## config.mk

```make
export PLATFORM = sky130hd
export DESIGN_NAME = max_filter_3x3
export DESIGN_NICKNAME = d
export VERILOG_FILES = /design/src/mf3_pkg.sv /design/src/mf3_front.sv /design/src/mf3_fifo.sv /design/src/mf3_back.sv /design/src/max_filter_3x3.sv
export SDC_FILE = /design/constraint.sdc
export NUM_CORES = 2
export LEC_CHECK = 0
export BUFFER_PORTS_ARGS = -buffer_cell sky130_fd_sc_hd__buf_2
export CAP_MARGIN = 15
export CORE_MARGIN = 4
export CORE_UTILIZATION = 25
export CTS_BUF_LIST = sky130_fd_sc_hd__clkbuf_8
export CTS_CLUSTER_DIAMETER = 50
export DETAILED_ROUTE_END_ITERATION = 6
export GPL_TIMING_DRIVEN = 0
export PLACE_DENSITY = 0.49
export SYNTH_ARGS = -nofsm -noshare
export SYNTH_HDL_FRONTEND = slang
export SYNTH_SLANG_ARGS = --single-unit
```

## constraint.sdc

```tcl
create_clock -name i_clk -period 5.8 [get_ports i_clk]
set_input_delay 1.45 -clock i_clk [delete_from_list [all_inputs] [get_ports i_clk]]
set_output_delay 1.45 -clock i_clk [all_outputs]
set_load 0.01 [all_outputs]
```

## src/mf3_pkg.sv

```systemverilog
package mf3_pkg;

    // defaults for the top level parameters
    localparam int MAX_SIDE_DEF   = 128;
    localparam int PIXEL_BITS_DEF = 8;

    // result queue between front and back
    localparam int QUEUE_DEPTH = 4;

    // side register
    localparam int          SIDE_BITS  = 8;
    localparam logic [7:0]  SIDE_MIN   = 8'd3;
    localparam logic [7:0]  SIDE_RESET = 8'd3;

    // window edge: first row and column that give a result
    localparam int WIN_EDGE = 2;

    function automatic logic [31:0] max2(input logic [31:0] a, input logic [31:0] b);
        return (a > b) ? a : b;
    endfunction

endpackage

```

## src/mf3_front.sv

```systemverilog
module mf3_front
    import mf3_pkg::*;
#(
    parameter int MAX_SIDE   = MAX_SIDE_DEF,
    parameter int PIXEL_BITS = PIXEL_BITS_DEF,
    parameter int DEPTH      = QUEUE_DEPTH,
    localparam int CW  = $clog2(MAX_SIDE),
    localparam int QCW = $clog2(DEPTH + 1),
    localparam int EW  = 3 * PIXEL_BITS + 2 * CW + 1
) (
    input  logic                  i_clk,
    input  logic                  i_rst_n,
    input  logic                  i_cfg_we,
    input  logic [SIDE_BITS-1:0]  i_cfg_data,
    input  logic                  i_valid,
    output logic                  o_ready,
    input  logic [PIXEL_BITS-1:0] i_pixel,
    input  logic [QCW-1:0]        i_q_count,
    output logic                  o_push,
    output logic [EW-1:0]         o_push_data
);

    localparam int LW       = (CW > SIDE_BITS) ? CW : SIDE_BITS;
    localparam int SIDE_CAP = (MAX_SIDE > 255) ? 255 : MAX_SIDE;
    localparam int PB       = PIXEL_BITS;

    logic [SIDE_BITS-1:0] r_side;
    logic [CW-1:0]        r_col, r_row;
    logic [CW-1:0]        n_col, n_row;
    logic [SIDE_BITS-1:0] w_side, w_side_m1;
    logic                 w_accept, w_prod, w_last, w_col_end, w_row_end;

    // line buffers: word holds {line above, line two above}
    logic [2*PB-1:0] r_mem [MAX_SIDE];
    logic [2*PB-1:0] r_rd;

    // stage after the buffer read
    logic          r_s1_valid, r_s1_prod, r_s1_last;
    logic [PB-1:0] r_s1_pix;
    logic [CW-1:0] r_s1_col, r_s1_row;

    // column maxima of the two older window columns
    logic [PB-1:0] r_w0, r_w1;
    logic [PB-1:0] w_above, w_two, w_cm;

    // clamp the side to the supported range
    always_comb begin
        if (r_side < SIDE_MIN) begin
            w_side = SIDE_MIN;
        end else if (r_side > SIDE_BITS'(SIDE_CAP)) begin
            w_side = SIDE_BITS'(SIDE_CAP);
        end else begin
            w_side = r_side;
        end
    end
    assign w_side_m1 = w_side - SIDE_BITS'(1);

    assign w_col_end = (LW'(r_col) == LW'(w_side_m1));
    assign w_row_end = (LW'(r_row) == LW'(w_side_m1));
    assign w_prod    = (r_col >= CW'(WIN_EDGE)) && (r_row >= CW'(WIN_EDGE));
    assign w_last    = w_col_end && w_row_end;

    // credit: queued words plus the one that may still be pushed
    assign o_ready  = ((QCW+1)'(i_q_count) + (QCW+1)'(r_s1_valid & r_s1_prod))
                      < (QCW+1)'(DEPTH);
    assign w_accept = i_valid && o_ready;

    always_comb begin
        n_col = r_col;
        n_row = r_row;
        if (w_accept) begin
            if (w_col_end) begin
                n_col = '0;
                n_row = w_row_end ? '0 : r_row + CW'(1);
            end else begin
                n_col = r_col + CW'(1);
            end
        end
    end

    always_ff @(posedge i_clk) begin
        if (!i_rst_n) begin
            r_side     <= SIDE_RESET;
            r_col      <= '0;
            r_row      <= '0;
            r_s1_valid <= 1'b0;
        end else begin
            r_s1_valid <= w_accept;
            if (i_cfg_we) begin
                r_side <= i_cfg_data;
                r_col  <= '0;
                r_row  <= '0;
            end else begin
                r_col <= n_col;
                r_row <= n_row;
            end
        end
    end

    always_ff @(posedge i_clk) begin
        if (w_accept) begin
            r_s1_pix  <= i_pixel;
            r_s1_col  <= r_col;
            r_s1_row  <= r_row;
            r_s1_prod <= w_prod;
            r_s1_last <= w_last;
        end
    end

    // buffer read on accept, written back in the next cycle
    always_ff @(posedge i_clk) begin
        if (w_accept) begin
            r_rd <= r_mem[r_col];
        end
        if (r_s1_valid) begin
            r_mem[r_s1_col] <= {r_s1_pix, w_above};
        end
    end

    assign w_above = r_rd[2*PB-1:PB];
    assign w_two   = r_rd[PB-1:0];
    assign w_cm    = PB'(max2(32'(max2(32'(w_two), 32'(w_above))), 32'(r_s1_pix)));

    always_ff @(posedge i_clk) begin
        if (r_s1_valid) begin
            r_w0 <= r_w1;
            r_w1 <= w_cm;
        end
    end

    assign o_push      = r_s1_valid && r_s1_prod;
    assign o_push_data = {r_w0, r_w1, w_cm,
                          r_s1_row - CW'(WIN_EDGE),
                          r_s1_col - CW'(WIN_EDGE),
                          r_s1_last};

    a_last_pushed: assert property (@(posedge i_clk) disable iff (!i_rst_n)
        (w_accept && w_last) |=> (o_push && o_push_data[0]))
        else $error("frame end word not pushed");

    a_no_push_when_full: assert property (@(posedge i_clk) disable iff (!i_rst_n)
        o_push |-> (i_q_count < QCW'(DEPTH)))
        else $error("push into full queue");

    a_border_no_push: assert property (@(posedge i_clk) disable iff (!i_rst_n)
        (w_accept && !w_prod) |=> !o_push)
        else $error("border pixel pushed a word");

endmodule

```

## src/mf3_fifo.sv

```systemverilog
module mf3_fifo
    import mf3_pkg::*;
#(
    parameter int WIDTH = 8,
    parameter int DEPTH = QUEUE_DEPTH,
    localparam int PW  = (DEPTH > 1) ? $clog2(DEPTH) : 1,
    localparam int QCW = $clog2(DEPTH + 1)
) (
    input  logic             i_clk,
    input  logic             i_rst_n,
    input  logic             i_push,
    input  logic [WIDTH-1:0] i_data,
    input  logic             i_pop,
    output logic [WIDTH-1:0] o_data,
    output logic [QCW-1:0]   o_count
);

    logic [WIDTH-1:0] r_mem [DEPTH];
    logic [PW-1:0]    r_wr, r_rd;
    logic [QCW-1:0]   r_count;

    function automatic logic [PW-1:0] bump(input logic [PW-1:0] p);
        return (p == PW'(DEPTH - 1)) ? '0 : p + PW'(1);
    endfunction

    always_ff @(posedge i_clk) begin
        if (!i_rst_n) begin
            r_wr    <= '0;
            r_rd    <= '0;
            r_count <= '0;
        end else begin
            if (i_push) begin
                r_wr <= bump(r_wr);
            end
            if (i_pop) begin
                r_rd <= bump(r_rd);
            end
            if (i_push && !i_pop) begin
                r_count <= r_count + QCW'(1);
            end else if (i_pop && !i_push) begin
                r_count <= r_count - QCW'(1);
            end
        end
    end

    always_ff @(posedge i_clk) begin
        if (i_push) begin
            r_mem[r_wr] <= i_data;
        end
    end

    assign o_data  = r_mem[r_rd];
    assign o_count = r_count;

    a_no_overflow: assert property (@(posedge i_clk) disable iff (!i_rst_n)
        r_count <= QCW'(DEPTH))
        else $error("queue count beyond depth");

    a_no_underflow: assert property (@(posedge i_clk) disable iff (!i_rst_n)
        i_pop |-> (r_count != '0))
        else $error("pop from empty queue");

endmodule

```

## src/mf3_back.sv

```systemverilog
module mf3_back
    import mf3_pkg::*;
#(
    parameter int PIXEL_BITS = PIXEL_BITS_DEF,
    parameter int CW         = 7,
    parameter int QCW        = 3,
    localparam int EW = 3 * PIXEL_BITS + 2 * CW + 1
) (
    input  logic                  i_clk,
    input  logic                  i_rst_n,
    input  logic [EW-1:0]         i_head,
    input  logic [QCW-1:0]        i_q_count,
    output logic                  o_pop,
    output logic                  o_valid,
    input  logic                  i_ready,
    output logic [PIXEL_BITS-1:0] o_local_max,
    output logic [CW-1:0]         o_out_row,
    output logic [CW-1:0]         o_out_col,
    output logic                  o_frame_last
);

    localparam int PB = PIXEL_BITS;

    logic          r_valid;
    logic [PB-1:0] r_max;
    logic [CW-1:0] r_row, r_col;
    logic          r_last;
    logic [PB-1:0] w_a, w_b, w_c, w_max;

    assign {w_a, w_b, w_c} = i_head[EW-1:2*CW+1];
    assign w_max = PB'(max2(32'(max2(32'(w_a), 32'(w_b))), 32'(w_c)));

    // output register frees up when empty or taken this cycle
    assign o_pop = (i_q_count != '0) && (!r_valid || i_ready);

    always_ff @(posedge i_clk) begin
        if (!i_rst_n) begin
            r_valid <= 1'b0;
        end else if (o_pop) begin
            r_valid <= 1'b1;
        end else if (i_ready) begin
            r_valid <= 1'b0;
        end
    end

    always_ff @(posedge i_clk) begin
        if (o_pop) begin
            r_max  <= w_max;
            r_row  <= i_head[2*CW:CW+1];
            r_col  <= i_head[CW:1];
            r_last <= i_head[0];
        end
    end

    assign o_valid      = r_valid;
    assign o_local_max  = r_max;
    assign o_out_row    = r_row;
    assign o_out_col    = r_col;
    assign o_frame_last = r_last;

    a_no_overwrite: assert property (@(posedge i_clk) disable iff (!i_rst_n)
        (r_valid && !i_ready) |-> !o_pop)
        else $error("output word overwritten while stalled");

endmodule

```

## src/max_filter_3x3.sv

```systemverilog
// channel | direction | handshake         | payload
// pixel   | in        | i_valid / o_ready | i_pixel
// result  | out       | o_valid / i_ready | o_local_max, o_out_row, o_out_col, o_frame_last
// config  | in        | i_cfg_we          | i_cfg_data (image side)
//
// one pixel per cycle while the queue has room; after its pixel is taken a result word
// passes the line buffer read, column maximum and queue write, and output register
// the line buffer memory has one read and one write port, read on accept and
// written back in the next cycle, which sets the one pixel per cycle figure
// synchronous active-low reset clears counters, queue and valid flags; the line
// buffers need no clearing pass, every entry is rewritten before a result uses it
// a stalled output holds its word while the four entry queue keeps taking pixels;
// o_ready drops once the queued words plus the word still on its way fill the queue
module max_filter_3x3
    import mf3_pkg::*;
#(
    parameter int MAX_SIDE   = MAX_SIDE_DEF,
    parameter int PIXEL_BITS = PIXEL_BITS_DEF,
    localparam int CW = $clog2(MAX_SIDE)
) (
    input  logic                  i_clk,
    input  logic                  i_rst_n,
    // configuration
    input  logic                  i_cfg_we,
    input  logic [SIDE_BITS-1:0]  i_cfg_data,
    // pixel word in
    input  logic                  i_valid,
    output logic                  o_ready,
    input  logic [PIXEL_BITS-1:0] i_pixel,
    // result word out
    output logic                  o_valid,
    input  logic                  i_ready,
    output logic [PIXEL_BITS-1:0] o_local_max,
    output logic [CW-1:0]         o_out_row,
    output logic [CW-1:0]         o_out_col,
    output logic                  o_frame_last
);

    localparam int QCW = $clog2(QUEUE_DEPTH + 1);
    // queued word: three column maxima, row, column, frame end flag
    localparam int EW  = 3 * PIXEL_BITS + 2 * CW + 1;

    logic           w_push, w_pop;
    logic [EW-1:0]  w_push_data, w_head;
    logic [QCW-1:0] w_q_count;

    // front: counters, line buffers, window column maxima
    mf3_front #(
        .MAX_SIDE   (MAX_SIDE),
        .PIXEL_BITS (PIXEL_BITS),
        .DEPTH      (QUEUE_DEPTH)
    ) u_front (
        .i_clk       (i_clk),
        .i_rst_n     (i_rst_n),
        .i_cfg_we    (i_cfg_we),
        .i_cfg_data  (i_cfg_data),
        .i_valid     (i_valid),
        .o_ready     (o_ready),
        .i_pixel     (i_pixel),
        .i_q_count   (w_q_count),
        .o_push      (w_push),
        .o_push_data (w_push_data)
    );

    // short queue so either side can stall alone
    mf3_fifo #(
        .WIDTH (EW),
        .DEPTH (QUEUE_DEPTH)
    ) u_fifo (
        .i_clk   (i_clk),
        .i_rst_n (i_rst_n),
        .i_push  (w_push),
        .i_data  (w_push_data),
        .i_pop   (w_pop),
        .o_data  (w_head),
        .o_count (w_q_count)
    );

    // back: final maximum over three columns and the output register
    mf3_back #(
        .PIXEL_BITS (PIXEL_BITS),
        .CW         (CW),
        .QCW        (QCW)
    ) u_back (
        .i_clk        (i_clk),
        .i_rst_n      (i_rst_n),
        .i_head       (w_head),
        .i_q_count    (w_q_count),
        .o_pop        (w_pop),
        .o_valid      (o_valid),
        .i_ready      (i_ready),
        .o_local_max  (o_local_max),
        .o_out_row    (o_out_row),
        .o_out_col    (o_out_col),
        .o_frame_last (o_frame_last)
    );

endmodule
```

After elaboration in Yosys (flattened, before gate mapping)
Memories as Yosys holds them, arrays and structs flattened. A register that Yosys moved wholly into a read port is not among the register bits. Index checks and enable logic that the tools add are counted. Widths: inputs -> output; s select.

Bits of input ports: 21. Register bits: 94. ROM bits: 0. Latch bits: 0. Logic and storage cells: 82. Memories kept: 2. RAM bits: 2204.

$mul: 0. Equal/unequal tests: 4. Add/sub/neg operators: 10. Reduce and logical (&&, ||, !) cells: 16. Bitwise logic cells: 2. Divide/modulo/power cells: 0. Shift-type cells: 0. Multiplexer cells: 20. Order comparisons: 9.

Memories: u_front.r_mem (words 128, width 16, rd ports 1, clocked after memory_dff 1, wr ports 1, RTL line mf3_front.sv:34) `logic [2*PB-1:0] r_mem [MAX_SIDE];`; u_fifo.r_mem (words 4, width 39, rd ports 1, clocked after memory_dff 1, wr ports 1, RTL line mf3_fifo.sv:18) `logic [WIDTH-1:0] r_mem [DEPTH];`.

Operators by type and width (number): $gt 32x8->1 (2); $mux 8 (6); $eq 7x8->1 (2); $gt 8x8->1 (2); $add 7x1->7 const B (2); $ge 7x2->1 const B (2); $mux 7 (2); $sub 7x2->7 const B (2); $gt 8x8->1 const B (1); $lt 8x2->1 const B (1); $mux 2 (4); $sub 8x1->8 const B (1); $logic_and 1x1->1 (7); $mux 1 (6); $mux 3 (2); $add 2x1->2 const B (2); $add 3x4->4 (1); $eq 2x2->1 const B (2); $lt 4x3->1 const B (1); $reduce_bool 2->1 (2); $add 3x1->3 const B (1); $logic_not 1->1 (3); $reduce_bool 3->1 (1); $sub 3x1->3 const B (1); other kinds (5) (5).

Depth between registers and ports, before layout
Depth in word-level cells: 6. Gate-level depth with buffers: 21. Gate-level depth less buffers: 18.

Hierarchy
A second synthesis with hierarchy kept.

Cells, all modules: 3949. Area, all modules: 89819.9 µm².

Modules (own cells, without submodules): mf3_front (area each 82332.7 µm², cells each 3577, instances 1, sequential area each 63641.0 µm²); mf3_fifo (area each 6063.3 µm², cells each 245, instances 1, sequential area each 4864.7 µm²); mf3_back (area each 1423.9 µm², cells each 127, instances 1, sequential area each 710.7 µm²).

Worst setup path before layout
No wires, ideal clock.

Kind: register -> register. Start: register with a tool-made name. End: register u_back.r_max[0] (netlist: u_back.o_local_max[0]) (data pin). Arrival time: 5.401 ns. Setup slack: 0.099 ns. Clock period less this slack: 5.701 ns. Stages on the path, launching flop included: 22. Buffers on the path: 3. Required time: 5.499 ns. Cells stage by stage: dfxtp_1 -> clkbuf_1 -> clkbuf_1 -> mux4_2 -> inv_1 -> ha_1 -> nor2b_1 -> o21ai_0 -> a21oi_1 -> o21bai_1 -> a21o_1 -> clkbuf_1 -> mux2i_1 -> inv_1 -> ha_1 -> nor2b_1 -> o21a_1 -> o21a_1 -> o21ai_0 -> a21oi_1 -> o31ai_1 -> mux2i_1.

RTL lines: end signal, assigned (RTL line mf3_back.sv:48) `r_max <= w_max;`; end, declared (RTL line mf3_back.sv:25) `logic [PB-1:0] r_max;`.

==> metrics.cfg <==
[setup_path]
critical_path_arrival_ns = 6.32
crit_type = flip-flop to flip-flop
end_kind = flip-flop
regToRegSetupSlack_ns = 0.17
cp_cell_sequence = clkbuf_1, clkbuf_1, buf_1, buf_6, mux4_2, mux4_2, a22oi_1, nand4_1
endpoint = u_front.r_rd[4]$_DFFE_PP_
cp.buffers_inverters = 4
cp.required_ns = 6.49
r2r_cells = 8
worstSetupStartpoint = u_front.r_col[1]$_SDFFE_PP0P_
r2r_start = u_front.r_col[1]$_SDFFE_PP0P_
crit_fanout = 10
r2r_end = u_front.r_rd[4]$_DFFE_PP_
crit_path_start_kind = flip-flop
cp_num_cells = 8
slowest_delay_ns = 0.86
cp_slowest_cell = clkbuf_1
crit_family = buffers and inverters

[power_and_ir_drop]
p_int_uw = 28220
p_switching_uw = 9297
combPwrFrac_pct = 10.6
leakagePower_uw = 0.03359
clkPwrFrac_pct = 37.8
swShare_pct = 24.78
powerDensity_nw_per_um2 = 344.6
report.power.total_uw = 37520
peakVddDrop_v = 0.0002370
seqPwrFrac_pct = 51.6

[synthesis]
ys_seq_elements = 2316
synth_xor_area_share_pct = 0.2500
synthTopCellsByArea = edfxtp_1 (77%), mux4_2 (16%), dfxtp_1 (0.74%), ha_1 (0.68%), nor2_1 (0.64%)
synth.avg_cell_area_um2 = 22.78
synth-compound-area-share_pct = 1.363
synth-warning-count = 0
synth_edf_count = 2283
synth_top_family_by_area = multiplexers
synth_top_area_cell = edfxtp_1
postSynthCellCount = 3933
async_flop_share_pct = 0
ys.flop_type = edfxtp_1
seq_area_frac_synth_pct = 77.27
ys_types = 68
syn_area_um2 = 89570
postSynthNetCount = 4004
yosys.area_share.simple_pct = 2.111
synth.area.mux_share_pct = 17.20
synth_top_area_share_pct = 76.53
synth_adder_area_share_pct = 0.7068

[timing]
period_share_pct = 97.06
worst_slew_pin_slew_ns = 1.316
finClkSkew_ns = 0.1352
fin_crit_ns = 5.629
relSlewSlack_pct = 12.25
hold_viol = 0
rsz0062_at_grt = no
slew_violations = 0
max_clock_freq_mhz = 177.6
finalSetupViolations = 0

[global_route]
grtUsageMet2_pct = 22.42
met1_usage_pct = 19.56
met3_usage_pct = 3.035
grt_pass1_vias = 45930
grt_pass1_wl_mm = 370.4
antenna_found_initial = 8
grtUsageTotal_pct = 14.28
grt_start_max_net_pins = 49
grt-ovfl-total = 0
top_usage_layer = met2

[drt]
initialDrtViolationCount = 5886
drc = 0
drt_wl_total_mm = 267.9
vias = 45540
wl_per_cell_um = 27.56
viasPerCell = 4.684
postRouteAntennaNets = 0
drtPass1Iterations = 6

[outcome]
outcome = completed

[floorplan]
die_area_um2 = 367900
io_pins = 46
start_util_pct = 25.15
die_y_um = 606.6
num_rows = 219
coreArea_um2 = 356200
fp.dieW_um = 606.6

[placed_design]
placed_cells = 8970
dp_hpwl_mm = 186.4
port_buffers = 44
gp_congestion = 0.9082

[clocking]
clk_pin_slew_ns = 0.06
cts_setup_buffers = 0
cts.sinks = 2316
root_buffer = clkbuf_8
clock_latency_ns = 1.11
htree_levels = 5
cts_buffers = 410
cts_tree = built
cts_hold_buf = 0
clk_path_buf_depth = 4

[layout]
regArea_um2 = 69220
mostFrequentLayoutCells = edfxtp_1 (2283), mux4_2 (655), clkbuf_8 (411), inv_1 (181), buf_8 (134)
mostFrequentLayoutCell = edfxtp_1
instances_no_fill = 9722
fin_nets = 4708
drive_above_1_share_pct = 33.50
multi_input_area_um2 = 19770
num-fill-cells = 34460
area.growth.synth_to_final_pct = 21.56

[hold_path]
hold_path.class = flip-flop to flip-flop
min_from = u_front.r_col[5]$_SDFFE_PP0P_

[run]
maxCapViolCount = 0

[Yosys cell counts (5+ instances only)]
| cell type | instances |
|---|---|
| and2_1 | 6 |
| nor2b_1 | 24 |
| nand2_1 | 89 |
| a31oi_1 | 10 |
| edfxtp_1 | 2283 |
| buf_1 | 76 |
| inv_1 | 50 |
| nand4_1 | 20 |
| o211ai_1 | 14 |
| and3_1 | 16 |
| xnor2_1 | 11 |
| or3_1 | 5 |
| o31ai_1 | 5 |
| a22oi_1 | 42 |
| a21oi_1 | 20 |
| buf_2 | 9 |
| dfxtp_1 | 33 |
| a21o_1 | 7 |
| clkbuf_1 | 117 |
| nor3_1 | 13 |
| o21ai_0 | 25 |
| or4_1 | 6 |
| mux2i_1 | 50 |
| ha_1 | 49 |
| mux4_2 | 655 |
| xor2_1 | 12 |
| a32oi_1 | 18 |
| nand3_1 | 27 |
| nor3b_1 | 8 |
| nor2_1 | 152 |
| o21a_1 | 7 |
| mux2_2 | 14 |
| nand2b_1 | 6 |
[flip-flops by register name, summed over array words and instances, names as in the netlist, 3 cells and up, named ones only]
name                count
u_front.r_mem        2048
u_fifo.r_mem          156
u_front.r_rd           16
u_back.o_local_max      8
u_front.r_s1_pix        8
u_front.r_side          8
u_front.r_w0            8
u_front.r_w1            8
u_back.o_out_col        7
u_back.o_out_row        7
u_front.r_col           7
u_front.r_row           7
u_front.r_s1_col        7
u_front.r_s1_row        7
u_fifo.o_count          3
[final cells by class]
type	instances	area share, %
clock buffers	411	5.195
flip-flops and latches	2316	63.57
diodes	10	0.02298
multi-input cells	1361	18.16
well taps	4751	5.459
repair buffers	296	4.909
inverters	53	0.1839
plain buffers	199	0.7584
clock inverters	325	1.741
[cells by family (layout without fill, tap and decap cells)]
family / Yosys count / count (layout)
multiplexers: 719 / 719
adder cells (fa/ha/maj): 50 / 50
AO/OA/AOI/OAI: 173 / 173
other: 0 / 10
flip-flops: 2316 / 2316
buffers and inverters: 256 / 1284
XOR/XNOR: 24 / 24
AND/OR/NAND/NOR: 395 / 395
[per-layer routing]
layer  part of all wire, %  up-vias
met5                     0        -
met4                   3.9        0
met3                   7.8      518
met2                    46     2089
met1                    42    24680
li1                      -    18260
[worst min path at each step]
stage               slack, ns  cells past startpoint                       endpoint
global placement         0.41                      0  u_front.r_s1_col[5]$_DFFE_PP_
detailed placement       0.41                      0  u_front.r_s1_col[5]$_DFFE_PP_
CTS                      0.43                      0  u_front.r_s1_col[5]$_DFFE_PP_
finish                   0.43                      0  u_front.r_s1_col[5]$_DFFE_PP_
global route             0.45                      0  u_front.r_s1_col[6]$_DFFE_PP_
floorplan                0.41                      0  u_front.r_s1_col[4]$_DFFE_PP_
[through the flow]
stage          utilization (%)  hold WS (ns)  worst slack, ns  instance area [µm²]  setup TNS (ns)
6_report                 30.57        0.4310           0.1705               108900               0
5_1_grt                  30.56        0.4487          0.02394               108900               0
4_1_cts                  30.51        0.4281          0.08379               108700               0
3_5_place_dp             28.39        0.4136           -1.075               101100          -7.763
3_3_place_gp             26.88        0.4097           -2.450                95740         -104.54
2_1_floorplan                -        0.4064          0.09857                89570               0
[power groups by stage]
| stage | Sequential [µW] | Clock [µW] | Combinational [µW] |
|---|---|---|---|
| final | 19400 | 14200 | 3990 |
| after CTS | 19400 | 14500 | 4040 |
| after detailed placement | 19700 | 0 | 4060 |
| after floorplan | 19900 | 0 | 1920 |
| after global routing | 19400 | 15300 | 4310 |
| after global placement | 20300 | 0 | 3000 |
[timing repair]
| action | 4_1_cts | 5_1_grt |
|---|---|---|
| pin swaps | 0 | 0 |
| gates resized for setup | 5 | 13 |
| setup endpoints to repair | 9 | 9 |
Note: power is estimated with default switching activity, not from simulation.
